--- config.mk ---
export PLATFORM = sky130hd
export DESIGN_NAME = register_poll_read_engine
export DESIGN_NICKNAME = d
export VERILOG_FILES = /design/src/rtl/core/rpre_pkg.sv /design/src/rtl/core/rpre_front.sv /design/src/rtl/core/rpre_queue.sv /design/src/rtl/core/rpre_back.sv /design/src/rtl/core/register_poll_read_engine.sv
export SDC_FILE = /design/constraint.sdc
export NUM_CORES = 1
export LEC_CHECK = 0
export BUFFER_PORTS_ARGS = -buffer_cell sky130_fd_sc_hd__buf_2
export CAP_MARGIN = 25
export CORE_ASPECT_RATIO = 0.6
export CORE_MARGIN = 2
export CORE_UTILIZATION = 50
export DETAILED_ROUTE_END_ITERATION = 8
export MAX_ROUTING_LAYER = met4
export PLACE_DENSITY = 0.68
export SLEW_MARGIN = 20
export SYNTH_ARGS = -nofsm -noshare
export SYNTH_HDL_FRONTEND = slang
export SYNTH_SLANG_ARGS = --single-unit
--- constraint.sdc ---
create_clock -name clk -period 12.51 [get_ports clk]
set_input_delay 0.6255 -clock clk [delete_from_list [all_inputs] [get_ports clk]]
set_output_delay 0.6255 -clock clk [all_outputs]
set_load 0.02 [all_outputs]
--- src/rtl/core/rpre_pkg.sv ---
// Shared types and constants of the register poll read engine.
`default_nettype none

package rpre_pkg;

  localparam int IDX_W    = 3;
  localparam int REPLY_W  = 24;
  localparam int QDEPTH   = 2;

  // Request frame and reply layout
  localparam logic [7:0] LEN_CODE   = 8'h07;
  localparam logic [2:0] LAST_BYTE  = 3'd6;   // last byte of the 7-byte request
  localparam logic [2:0] LAST_REPLY = 3'd5;   // last byte of the 6-byte reply

  // Configuration register indexes
  localparam logic [2:0] CFG_FRAME_CODES   = 3'd0;
  localparam logic [2:0] CFG_POLL_INTERVAL = 3'd1;
  localparam logic [2:0] CFG_REPLY_TIMEOUT = 3'd2;
  localparam logic [2:0] CFG_ADDR_LOW      = 3'd3;
  localparam logic [2:0] CFG_ADDR_HIGH     = 3'd4;
  localparam logic [2:0] CFG_SKIP_MASK     = 3'd5;

  // Input item types
  localparam logic REQ_TICK = 1'b0;
  localparam logic REQ_BYTE = 1'b1;

  typedef enum logic [1:0] {
    KIND_REQ   = 2'd0,
    KIND_VALID = 2'd1,
    KIND_FAIL  = 2'd2
  } kind_t;

  // One unit of work handed from the front to the back
  typedef struct packed {
    kind_t              kind;
    logic [IDX_W-1:0]   item;
    logic [REPLY_W-1:0] reading;
    logic               round_done;
  } job_t;

  // One result transaction
  typedef struct packed {
    kind_t              kind;
    logic [7:0]         tx_byte;
    logic [IDX_W-1:0]   item;
    logic [REPLY_W-1:0] reading;
    logic               round_done;
    logic               last;
  } res_t;

  typedef struct packed {
    logic [15:0] poll_interval;
    logic [15:0] reply_timeout;
    logic [7:0]  skip_mask;
    logic [7:0]  ack_code;
  } front_cfg_t;

  typedef struct packed {
    logic [31:0] frame_codes;
    logic [63:0] addr_low;
    logic [63:0] addr_high;
  } back_cfg_t;

endpackage

`default_nettype wire

--- src/rtl/core/rpre_front.sv ---
// Front end: accepts ticks and reply bytes, runs the poll state and issues jobs.
`default_nettype none

module rpre_front #(
  parameter int ITEM_COUNT    = 8,
  parameter int SEND_ATTEMPTS = 2
) (
  input  wire                     clk,
  input  wire                     rst_n,
  input  wire rpre_pkg::front_cfg_t cfg,
  input  wire                     in_valid,
  output logic                    in_ready,
  input  wire                     req_type,
  input  wire  [7:0]              rx_byte,
  input  wire                     q_full,
  output logic                    push,
  output rpre_pkg::job_t          job
);
  import rpre_pkg::*;

  localparam int RCW = $clog2(SEND_ATTEMPTS + 1);

  typedef enum logic [1:0] {
    PH_IDLE = 2'b01,
    PH_WAIT = 2'b10
  } phase_t;

  phase_t           phase_r, phase_nxt;
  logic [IDX_W-1:0] ptr_r, ptr_nxt;
  logic [RCW-1:0]   retry_r, retry_nxt;
  logic [15:0]      rtimer_r, rtimer_nxt;
  logic [15:0]      itimer_r, itimer_nxt;
  logic [2:0]       rcount_r, rcount_nxt;
  logic             round_r, round_nxt;
  logic [7:0]       rbuf_r [5];

  logic             accept;
  logic             buf_we;
  logic [IDX_W:0]   ptr_inc;
  logic             wrap;
  logic [IDX_W-1:0] ptr_adv;
  logic             round_adv;
  logic [15:0]      itimer_inc;
  logic [15:0]      rtimer_inc;
  logic [RCW-1:0]   retry_inc;
  logic [7:0]       sum5;
  logic             good;

  assign in_ready = !q_full;
  assign accept   = in_valid && !q_full;

  // Item advance with wrap at the table size
  assign ptr_inc   = {1'b0, ptr_r} + {{IDX_W{1'b0}}, 1'b1};
  assign wrap      = ptr_inc >= (IDX_W+1)'(ITEM_COUNT);
  assign ptr_adv   = wrap ? '0 : ptr_inc[IDX_W-1:0];
  assign round_adv = round_r || wrap;

  // Saturating timers
  assign itimer_inc = (itimer_r == 16'hFFFF) ? itimer_r : itimer_r + 16'd1;
  assign rtimer_inc = (rtimer_r == 16'hFFFF) ? rtimer_r : rtimer_r + 16'd1;
  assign retry_inc  = retry_r + RCW'(1);

  // Reply check: ack code first, checksum in the final byte
  assign sum5 = rbuf_r[0] + rbuf_r[1] + rbuf_r[2] + rbuf_r[3] + rbuf_r[4];
  assign good = (rbuf_r[0] == cfg.ack_code) && (8'(8'd0 - sum5) == rx_byte);

  // Next state and job issue
  always_comb begin
    phase_nxt  = phase_r;
    ptr_nxt    = ptr_r;
    retry_nxt  = retry_r;
    rtimer_nxt = rtimer_r;
    itimer_nxt = itimer_r;
    rcount_nxt = rcount_r;
    round_nxt  = round_r;
    push       = 1'b0;
    buf_we     = 1'b0;
    job.kind       = KIND_REQ;
    job.item       = ptr_r;
    job.reading    = '0;
    job.round_done = round_r;
    if (accept) begin
      unique case (phase_r)
        PH_IDLE: begin
          if (req_type == REQ_TICK) begin
            itimer_nxt = itimer_inc;
            if (itimer_inc >= cfg.poll_interval) begin
              if (cfg.skip_mask[ptr_r]) begin
                ptr_nxt    = ptr_adv;
                round_nxt  = round_adv;
                itimer_nxt = '0;
              end else begin
                push       = 1'b1;
                phase_nxt  = PH_WAIT;
                retry_nxt  = '0;
                rtimer_nxt = '0;
                rcount_nxt = '0;
              end
            end
          end
        end
        PH_WAIT: begin
          if (req_type == REQ_BYTE) begin
            if (rcount_r == LAST_REPLY) begin
              rcount_nxt = '0;
              if (good) begin
                push           = 1'b1;
                job.kind       = KIND_VALID;
                job.reading    = {rbuf_r[4], rbuf_r[3], rbuf_r[2]};
                job.round_done = round_adv;
                ptr_nxt        = ptr_adv;
                round_nxt      = round_adv;
                itimer_nxt     = '0;
                phase_nxt      = PH_IDLE;
              end
            end else begin
              buf_we     = 1'b1;
              rcount_nxt = rcount_r + 3'd1;
            end
          end else begin
            rtimer_nxt = rtimer_inc;
            if (rtimer_inc >= cfg.reply_timeout) begin
              if (retry_inc < RCW'(SEND_ATTEMPTS)) begin
                push       = 1'b1;
                retry_nxt  = retry_inc;
                rtimer_nxt = '0;
                rcount_nxt = '0;
              end else begin
                push           = 1'b1;
                job.kind       = KIND_FAIL;
                job.round_done = round_adv;
                ptr_nxt        = ptr_adv;
                round_nxt      = round_adv;
                itimer_nxt     = '0;
                phase_nxt      = PH_IDLE;
                rcount_nxt     = '0;
                retry_nxt      = '0;
              end
            end
          end
        end
        default: phase_nxt = PH_IDLE;
      endcase
    end
  end

  // Control state
  always_ff @(posedge clk) begin
    if (!rst_n) begin
      phase_r  <= PH_IDLE;
      ptr_r    <= '0;
      retry_r  <= '0;
      rtimer_r <= '0;
      itimer_r <= '0;
      rcount_r <= '0;
      round_r  <= 1'b0;
    end else begin
      phase_r  <= phase_nxt;
      ptr_r    <= ptr_nxt;
      retry_r  <= retry_nxt;
      rtimer_r <= rtimer_nxt;
      itimer_r <= itimer_nxt;
      rcount_r <= rcount_nxt;
      round_r  <= round_nxt;
    end
  end

  // Store reply bytes
  always_ff @(posedge clk) begin
    if (buf_we) begin
      rbuf_r[rcount_r] <= rx_byte;
    end
  end

`ifndef SYNTHESIS
  a_idle_no_partial: assert property (@(posedge clk) disable iff (!rst_n)
    (phase_r == PH_IDLE) |-> (rcount_r == 3'd0))
    else $error("reply count not cleared while idle");
  a_retry_bound: assert property (@(posedge clk) disable iff (!rst_n)
    retry_r < RCW'(SEND_ATTEMPTS))
    else $error("retry count beyond send attempts");
`endif

endmodule

`default_nettype wire

--- src/rtl/core/rpre_queue.sv ---
// Two-entry job queue between front and back.
`default_nettype none

module rpre_queue (
  input  wire              clk,
  input  wire              rst_n,
  input  wire              push,
  input  wire rpre_pkg::job_t push_job,
  output logic             full,
  input  wire              pop,
  output logic             head_valid,
  output rpre_pkg::job_t   head_job
);
  import rpre_pkg::*;

  job_t       mem_r [QDEPTH];
  logic       wr_ptr_r, rd_ptr_r;
  logic [1:0] count_r;

  assign full       = count_r == 2'(QDEPTH);
  assign head_valid = count_r != 2'd0;
  assign head_job   = mem_r[rd_ptr_r];

  // Advance pointers and count
  always_ff @(posedge clk) begin
    if (!rst_n) begin
      wr_ptr_r <= 1'b0;
      rd_ptr_r <= 1'b0;
      count_r  <= '0;
    end else begin
      if (push) wr_ptr_r <= !wr_ptr_r;
      if (pop)  rd_ptr_r <= !rd_ptr_r;
      if (push && !pop)      count_r <= count_r + 2'd1;
      else if (pop && !push) count_r <= count_r - 2'd1;
    end
  end

  always_ff @(posedge clk) begin
    if (push) begin
      mem_r[wr_ptr_r] <= push_job;
    end
  end

`ifndef SYNTHESIS
  a_no_overflow: assert property (@(posedge clk) disable iff (!rst_n)
    !(push && full))
    else $error("push into full job queue");
`endif

endmodule

`default_nettype wire

--- src/rtl/core/rpre_back.sv ---
// Back end: turns jobs into result transactions through an output register, one per cycle while res_ready allows.
`default_nettype none

module rpre_back (
  input  wire                    clk,
  input  wire                    rst_n,
  input  wire rpre_pkg::back_cfg_t cfg,
  input  wire                    q_valid,
  input  wire rpre_pkg::job_t    q_job,
  output logic                   q_pop,
  output logic                   res_valid,
  input  wire                    res_ready,
  output rpre_pkg::res_t         res
);
  import rpre_pkg::*;

  logic       busy_r;
  job_t       job_r;
  logic [2:0] cnt_r;
  logic       out_valid_r;
  res_t       res_r;

  job_t       cur;
  logic [2:0] cur_cnt;
  logic       have;
  logic       out_load;
  logic       emit;
  logic       cur_last;
  logic [63:0] aword;
  logic [15:0] addr;
  logic [7:0]  csum;
  logic [7:0]  fbyte;

  // Pick the job in flight, or the queue head for a fresh one
  assign cur      = busy_r ? job_r : q_job;
  assign cur_cnt  = busy_r ? cnt_r : 3'd0;
  assign have     = busy_r || q_valid;
  assign out_load = !out_valid_r || res_ready;
  assign emit     = have && out_load;
  assign q_pop    = emit && !busy_r;
  assign cur_last = (cur.kind != KIND_REQ) || (cur_cnt == LAST_BYTE);

  // Request frame bytes
  assign aword = cur.item[2] ? cfg.addr_high : cfg.addr_low;
  assign addr  = aword[cur.item[1:0]*16 +: 16];
  assign csum  = 8'(8'd0 - (cfg.frame_codes[7:0] + LEN_CODE + cfg.frame_codes[15:8]
                            + addr[7:0] + addr[15:8] + cfg.frame_codes[23:16]));

  always_comb begin
    case (cur_cnt)
      3'd0:    fbyte = cfg.frame_codes[7:0];
      3'd1:    fbyte = LEN_CODE;
      3'd2:    fbyte = cfg.frame_codes[15:8];
      3'd3:    fbyte = addr[7:0];
      3'd4:    fbyte = addr[15:8];
      3'd5:    fbyte = cfg.frame_codes[23:16];
      default: fbyte = csum;
    endcase
  end

  // Track progress through a request frame
  always_ff @(posedge clk) begin
    if (!rst_n) begin
      busy_r <= 1'b0;
      cnt_r  <= '0;
    end else if (emit) begin
      busy_r <= !cur_last;
      cnt_r  <= cur_cnt + 3'd1;
    end
  end

  always_ff @(posedge clk) begin
    if (q_pop) begin
      job_r <= q_job;
    end
  end

  // Output register
  always_ff @(posedge clk) begin
    if (!rst_n) begin
      out_valid_r <= 1'b0;
    end else if (out_load) begin
      out_valid_r <= have;
    end
  end

  always_ff @(posedge clk) begin
    if (emit) begin
      res_r.kind       <= cur.kind;
      res_r.tx_byte    <= (cur.kind == KIND_REQ) ? fbyte : 8'd0;
      res_r.item       <= cur.item;
      res_r.reading    <= cur.reading;
      res_r.round_done <= cur.round_done;
      res_r.last       <= cur_last;
    end
  end

  assign res_valid = out_valid_r;
  assign res       = res_r;

`ifndef SYNTHESIS
  a_busy_is_request: assert property (@(posedge clk) disable iff (!rst_n)
    busy_r |-> (job_r.kind == KIND_REQ))
    else $error("frame in flight for a non-request job");
  a_busy_count: assert property (@(posedge clk) disable iff (!rst_n)
    busy_r |-> (cnt_r != 3'd0 && cnt_r <= LAST_BYTE))
    else $error("frame byte count out of range");
`endif

endmodule

`default_nettype wire

--- src/rtl/core/register_poll_read_engine.sv ---
// Top level of the register poll read engine: configuration registers and front/queue/back.
`default_nettype none

// Polls up to ITEM_COUNT meter register addresses over a serial link. Each input
// transaction is a millisecond tick (in_tuser 0) or a received byte (in_tuser 1). After
// poll_interval idle ticks the current item is taken: a skipped item is passed over with
// no result and the interval starts again for the next one; any other item gets a 7-byte
// read request, sent as seven result transactions (out_tuser 0). A good 6-byte reply
// gives one reading result (out_tuser 1), and a timeout after SEND_ATTEMPTS sends gives
// one failure result (out_tuser 2). out_tlast marks the final result caused by an input.
// Input transactions are taken one per cycle while the two-entry job queue has room; the
// back end delivers one result per cycle while the receiver takes them, so a starting tick
// gives seven results and a reading or failure one. Configuration is written through
// cfg_we/cfg_index/cfg_wdata and should change only while no results are pending.
module register_poll_read_engine #(
  parameter int ITEM_COUNT    = 8,
  parameter int SEND_ATTEMPTS = 2
) (
  input  wire         clk,
  input  wire         rst_n,
  input  wire         in_tvalid,
  output logic        in_tready,
  input  wire  [7:0]  in_tdata,   // rx_byte[7:0]
  input  wire         in_tuser,   // req_type
  output logic        out_tvalid,
  input  wire         out_tready,
  output logic [39:0] out_tdata,  // tx_byte[7:0], item_index[10:8], reading[34:11],
                                  // round_done[35], zero[39:36]
  output logic [1:0]  out_tuser,  // out_kind
  output logic        out_tlast,
  input  wire         cfg_we,
  input  wire  [2:0]  cfg_index,
  input  wire  [63:0] cfg_wdata
);
  import rpre_pkg::*;

  logic [31:0] frame_codes_r;
  logic [15:0] poll_interval_r;
  logic [15:0] reply_timeout_r;
  logic [63:0] addr_low_r;
  logic [63:0] addr_high_r;
  logic [7:0]  skip_mask_r;

  front_cfg_t fcfg;
  back_cfg_t  bcfg;
  logic       q_full, push, pop, q_valid;
  job_t       push_job, head_job;
  res_t       res;

  // Configuration writes
  always_ff @(posedge clk) begin
    if (!rst_n) begin
      frame_codes_r   <= '0;
      poll_interval_r <= 16'd1000;
      reply_timeout_r <= 16'd50;
      addr_low_r      <= '0;
      addr_high_r     <= '0;
      skip_mask_r     <= 8'h30;
    end else if (cfg_we) begin
      unique case (cfg_index)
        CFG_FRAME_CODES:   frame_codes_r   <= cfg_wdata[31:0];
        CFG_POLL_INTERVAL: poll_interval_r <= cfg_wdata[15:0];
        CFG_REPLY_TIMEOUT: reply_timeout_r <= cfg_wdata[15:0];
        CFG_ADDR_LOW:      addr_low_r      <= cfg_wdata;
        CFG_ADDR_HIGH:     addr_high_r     <= cfg_wdata;
        CFG_SKIP_MASK:     skip_mask_r     <= cfg_wdata[7:0];
        default: ;
      endcase
    end
  end

  assign fcfg.poll_interval = poll_interval_r;
  assign fcfg.reply_timeout = reply_timeout_r;
  assign fcfg.skip_mask     = skip_mask_r;
  assign fcfg.ack_code      = frame_codes_r[31:24];
  assign bcfg.frame_codes   = frame_codes_r;
  assign bcfg.addr_low      = addr_low_r;
  assign bcfg.addr_high     = addr_high_r;

  rpre_front #(
    .ITEM_COUNT    (ITEM_COUNT),
    .SEND_ATTEMPTS (SEND_ATTEMPTS)
  ) u_front (
    .clk      (clk),
    .rst_n    (rst_n),
    .cfg      (fcfg),
    .in_valid (in_tvalid),
    .in_ready (in_tready),
    .req_type (in_tuser),
    .rx_byte  (in_tdata),
    .q_full   (q_full),
    .push     (push),
    .job      (push_job)
  );

  rpre_queue u_queue (
    .clk        (clk),
    .rst_n      (rst_n),
    .push       (push),
    .push_job   (push_job),
    .full       (q_full),
    .pop        (pop),
    .head_valid (q_valid),
    .head_job   (head_job)
  );

  rpre_back u_back (
    .clk       (clk),
    .rst_n     (rst_n),
    .cfg       (bcfg),
    .q_valid   (q_valid),
    .q_job     (head_job),
    .q_pop     (pop),
    .res_valid (out_tvalid),
    .res_ready (out_tready),
    .res       (res)
  );

  // Pack the result transaction
  assign out_tdata = {4'd0, res.round_done, res.reading, res.item, res.tx_byte};
  assign out_tuser = res.kind;
  assign out_tlast = res.last;

endmodule

`default_nettype wire

# Word level (Yosys, flattened, before mapping)
# Memories as Yosys holds them, arrays and structs flattened. A register that Yosys moved wholly into a read port is not among the register bits.
# Index checks and enable logic that the tools add are counted.
[op_classes] div=0 n_bitwise=0 n_lt_le_gt_ge=5 n_mux=100 n_reduce_logical=38 n_shift=1 eq_ne=29 mul=0 addsub=19
[ops] op="two-way mux 16 bit" count=16
[ops] op="two-way mux 25 bit" count=4
[ops] op="adder 8 bit" count=8
[ops] op="two-way mux 64 bit" count=1
[ops] op="case mux 16 bit (2 select lines)" count=2
[ops] op="indexed part select 64 x 7 -> 16 bit" count=1
[ops] op="two-way mux 3 bit" count=16
[ops] op="case mux 8 bit (6 select lines)" count=1
[ops] op="two-way mux 2 bit" count=22
[ops] op="adder 16 x 1 -> 16 bit (second input constant)" count=2
[ops] op="equality test 16 bit (second input constant)" count=2
[ops] op=">= comparator 16 bit" count=2
[ops] op="two-way mux 30 bit" count=1
[ops] op="two-way mux 1 bit" count=29
[ops] op="two-way mux 24 bit" count=1
[ops] op="AND reduction 7 bit" count=3
[ops] op="equality test 3 bit (second input constant)" count=6
[ops] op="equality test 8 bit" count=2
[ops] op="subtractor 1 x 8 -> 8 bit (first input constant)" count=2
[ops] op="equality test 3 x 2 -> 1 bit (second input constant)" count=4
[ops] op="case mux 3 bit (2 select lines)" count=2
[ops] op="AND reduction 2 bit" count=6
[ops] op="AND reduction 6 bit" count=2
[ops] op="!= test 3 x 2 -> 1 bit (second input constant)" count=3
[ops] op="other kinds (25)" count=54
[totals] register_bits=321 n_memories=2 mem_bits_ro=0 latchBits=0 ramBits=100 elab_cells=223
[memory_table] name="u_queue.mem_r" depth=2 width=30 rd=1 rd_clocked_by_memory_dff=1 wr=1 line="rpre_queue.sv:16" text="job_t mem_r [QDEPTH];"
[memory_table] name="u_front.rbuf_r" depth=5 width=8 rd=5 rd_clocked_by_memory_dff=0 wr=1 line="rpre_front.sv:35" text="logic [7:0] rbuf_r [5];"

# Longest topological paths before layout
# An unclocked memory read counts as a cell.
[depth] depth_word=17 depth_mapped=22 ltp_nobuf=21

# By module
# From an unflattened synthesis, not the netlist that was laid out.
[unflattened] hier_cells=2083 hier_area_um2=21805.9
[by_module_without_submodules] mod="register_poll_read_engine" area_each_um2=7561.0 instances=1 cells_per_inst=736
[by_module_without_submodules] mod="rpre_front" area_each_um2=6069.6 instances=1 cells_per_inst=659
[by_module_without_submodules] mod="rpre_back" area_each_um2=5799.3 instances=1 cells_per_inst=573
[by_module_without_submodules] mod="rpre_queue" area_each_um2=2376.0 instances=1 cells_per_inst=115

# Least setup slack after synthesis
# Ideal clock, no wire load.
[synth_timing] path_type="register to register" start="memory u_front.rbuf_r[0][2]" end="memory u_queue.mem_r[0][0] in the netlist's numbering (enable)" arrival_time_ns=5.064 setup_slack_ns=7.029 stages_incl_launch_ff=18 path_buffers=0 setup_time_ns=0.417 path_cell_list="edfxtp_1 inv_1 fa_1 inv_1 fa_1 inv_1 fa_1 ha_1 inv_1 fa_1 xnor2_1 nor4_1 nand4_1 nor3_1 nand3_1 o21ai_1 o211ai_1 nor2_1"
[synth_rtl] element="from (decl)" line="rpre_front.sv:35"
[synth_rtl] element="to (decl)" line="rpre_queue.sv:16"

# Worst setup path after layout
[layout_timing] start="register u_back.busy_r" end="register u_back.res_r (netlist bit u_back.res[35]), data pin"
[layout_between] elab_chain_len=8 word_cells_on_any_way=16 cone_classes="add/sub (4); eq/ne (5); shift (1); mux (4); reduce/logical (2)"
[layout_lines] element="from (decl)" line="rpre_back.sv:17" text="logic busy_r;"
[layout_lines] element="from (signal assigned)" line="rpre_back.sv:67" text="busy_r <= !cur_last;"
[layout_lines] element="two-way mux 30 bit" line="rpre_back.sv:35" text="assign cur = busy_r ? job_r : q_job;"
[layout_lines] element="two-way mux 64 bit" line="rpre_back.sv:44" text="assign aword = cur.item[2] ? cfg.addr_high : cfg.addr_low;"
[layout_lines] element="indexed part select 64 x 7 -> 16 bit" line="rpre_back.sv:45" text="assign addr = aword[cur.item[1:0]*16 +: 16];"
[layout_lines] element="adder 8 bit (3 in a row)" line="rpre_back.sv:47" text="+ addr[7:0] + addr[15:8] + cfg.frame_codes[23:16]));"
[layout_lines] element="subtractor 1 x 8 -> 8 bit" line="rpre_back.sv:46" text="assign csum = 8'(8'd0 - (cfg.frame_codes[7:0] + LEN_CODE + cfg.frame_codes[15:8]"
[layout_lines] element="case mux 8 bit (6 select lines)" line="rpre_back.sv:50" text="case (cur_cnt)"
[layout_lines] element="to (decl)" line="rpre_back.sv:21" text="res_t res_r;"
# Parallel ways exist; a longest one is shown, timed or not.
# A chain may end at the register's enable or synchronous reset.

==> impl_metrics.toml <==
[status]
status = "complete, no violations"

[detailed_routing]
drtIter0Drc = 1360
wl_per_cell_um = 19.7
antenna_left = 0
drc = 0
via_per_inst = 5.58
num_vias = 14900
drt-total-wl_mm = 52.5
first_pass_iters = 5

[logic_synthesis]
synth_sequential_area_ratio = 0.490
postSynthCellCount = 2025
synthXorXnorAreaFrac = 0.0257
async_flop_share = 0
ys_ff_latch = 421
synth_top_family_by_area = "simple AND/OR/NAND/NOR gates"
synth_edf_count = 169
synth_cell_types = 74
ys_warn_count = 0
syn_area_um2 = 20700
yosys.area_share.adder = 0.0805
synth_area_per_cell_um2 = 10.2
synthFlopType = "dfxtp_1"
yosys.area_share.simple = 0.147
synth_compound_area_frac = 0.125
muxShareOfSynthArea = 0.0810

[setup_path]
crit_path_end_kind = "register"
critical_path_class = "register to register"
timing.rr.end = "u_back.res[35]"
worstPathMaxFanout = 37
r2r_slack_ps = 6370
cp-startpoint = "u_back.busy_r"
ff2ff_path_depth = 19
crit_required_ps = 12820
cp-start-kind = "register"
reg2reg_from = "u_back.busy_r"
critPathArrivalTime_ps = 6450

[pwr]
total_power_mw = 3.53
max-vdd-ir-drop_uv = 105
leakagePower_nw = 8.68
power.density_nw_per_um2 = 153

[clock_tree]
cts_hold_buf = 0
clockRootBuffer = "clkbuf_16"
worstSkewPairLatency_ps = 570
cts_resized = 0
cts_setup_buffers = 0
cts_buffer_depth = 3
numCtsBuffers = 41
clock_sinks = 421
htree_levels = 2
path_clk_slew_ps = 60
cts_tree = "done"

[timing]
setup_violations = 0
fin_crit_ps = 6140
hold_viol = 0
tightestPinTransition_ps = 1230
rsz0062_at_grt = "no"
fin_crit_sh = 0.491
slew_headroom = 0.168
fin_skew_ps = 16.5
fmax_mhz = 163
setup_tns_ps = 0
maxSlewViolCount = 0

[place]
port_buffers = 121
gp_congestion = 0.842
hpwl_mm = 36.1

[floorplan]
dieWidth_um = 266
ioPinCount = 126
die_h_um = 161
die_area_um2 = 43000
core-area_um2 = 40600
placementRows = 57
initial_utilization = 0.509

[cells_and_area]
final_util = 0.567
multi_input_area_um2 = 9550
nNetsFinal = 2290
drive_gt1_frac = 0.154
fillers = 3459
area_growth_pct = 11.4
seq_area_um2 = 10100

[grt]
grt_max_degree = 160
antenna_found_initial = 3
grt_overflow = 0
gr-usage-all-layers = 0.252
grt_pass1_vias = 14000
grt_pass1_wl_mm = 81.7

[worst_hold_path]
min_from = "cfg_wdata[33]"
whs_path_depth = 3
min_to = "addr_high_r[33]"
hp-class = "primary input to register"

[run]
drv_cap = 0
==> state kept, by name, summed over array words and instances, names as in the netlist, 30 cells and up, named ones only <==
register / count
frame_codes_r: 32
addr_low_r: 64
u_back.res: 39
u_back.job_r: 30
addr_high_r: 64
u_front.rbuf_r: 40
u_queue.mem_r: 60
==> worst max path at each step <==
stage,cells past startpoint,slack [ps],end
6_report,19,6370,u_back.res[35]
5_1_grt,19,6000,u_back.res[35]
4_1_cts,19,6360,u_back.res[35]
3_5_place_dp,19,6380,u_back.res[35]
3_3_place_gp,17,6460,u_back.res[36]
2_1_floorplan,17,7030,u_queue.mem_r[0][0]
==> layout by cell type (no fill, tap or decap), drive strengths merged, types with 19 or more instances in the layout <==
master,n
xnor2,39
clkbuf,60
a21boi,207
nor2b,22
edfxtp,169
nand2,470
nand3,43
xor2,19
mux2i,27
o21ai,35
and2,21
nor2,48
buf,139
nor3,30
dfxtp,252
fa,40
ha,69
mux4,30
mux2,60
a21oi,29
inv,154
==> cell families after synthesis <==
| kind of cell | Yosys count |
|---|---|
| and+or+nand+nor | 694 |
| DFF | 421 |
| AOI/OAI and AO/OA | 362 |
| buffers and inverters | 262 |
| muxes | 117 |
| adders and majority gates | 109 |
| xor gates and xnor gates | 59 |
| other | 1 |
==> final cells by class <==
class / count / area share
flip-flops and latches: 421 / 0.440
diodes: 2 / 0.000217
well taps: 531 / 0.0289
repair buffers: 139 / 0.0324
multi-input cells: 1345 / 0.415
clock inverters: 16 / 0.00810
inverters: 152 / 0.0248
clock buffers: 60 / 0.0511
==> synthesized netlist by cell type (all sizes together) (5+ instances only) <==
cell | instances | area [um2]
edfxtp | 169 | 5070
o21a | 6 | 45.0
a21boi | 207 | 1550
inv | 152 | 571
nor3 | 30 | 150
dfxtp | 252 | 5040
nand4 | 10 | 62.6
buf | 25 | 164
ha | 69 | 863
a21o | 6 | 45.0
nand2 | 470 | 1760
o22ai | 8 | 50.1
a211oi | 12 | 95.1
and3 | 11 | 68.8
and2 | 21 | 131
nand3b | 5 | 37.5
nor2 | 48 | 180
a31oi | 8 | 50.1
mux4 | 30 | 683
or3b | 5 | 43.8
xnor2 | 39 | 342
a221oi | 7 | 61.3
xor2 | 19 | 166
clkbuf | 85 | 319
or2 | 9 | 56.3
fa | 40 | 801
a22oi | 10 | 75.1
a21oi | 29 | 145
mux2 | 60 | 679
nor2b | 22 | 138
nand3 | 43 | 230
o21ai | 35 | 175
o211ai | 13 | 97.6
mux2i | 27 | 312
==> through the flow <==
stage          cells  setup WS, ps  hold slack [ps]  area (um2)
2_1_floorplan   2028          7030              432       20700
3_3_place_gp    2587          6460              446       21600
3_5_place_dp    2588          6380              449       21700
4_1_cts         2664          6360              298       23000
5_1_grt         2666          6000              310       23000
6_report        2666          6370              314       23000
==> where the power goes <==
| group | switching (mW) | internal [mW] |
|---|---|---|
| Combinational | 0.383 | 0.214 |
| Sequential | 0.0545 | 1.61 |
| Clock | 0.556 | 0.705 |
==> critical path, stage by stage, from the launching register on <==
cell	delay (ps)
dfxtp_2	990
mux2i_4	340
buf_4	550
mux4_2	580
mux2i_1	440
fa_1	510
inv_1	80
fa_1	400
inv_1	90
fa_1	390
ha_1	230
inv_1	70
fa_1	200
inv_1	50
a21o_1	170
a21oi_1	170
xor2_1	160
o22ai_1	90
a211oi_1	290
nor2_1	60
==> metal layers <==
metal | GRT usage | wire [um] | up-vias
met2 | 0.348 | 21900 | 451
met1 | 0.381 | 25700 | 7272
met3 | 0.0459 | 3870 | 72
met4 | 0.0595 | 1040 | 0
li1 | - | - | 7074
met5 | - | 0 | -
No activity file was read; power rests on OpenSTA's default activity.
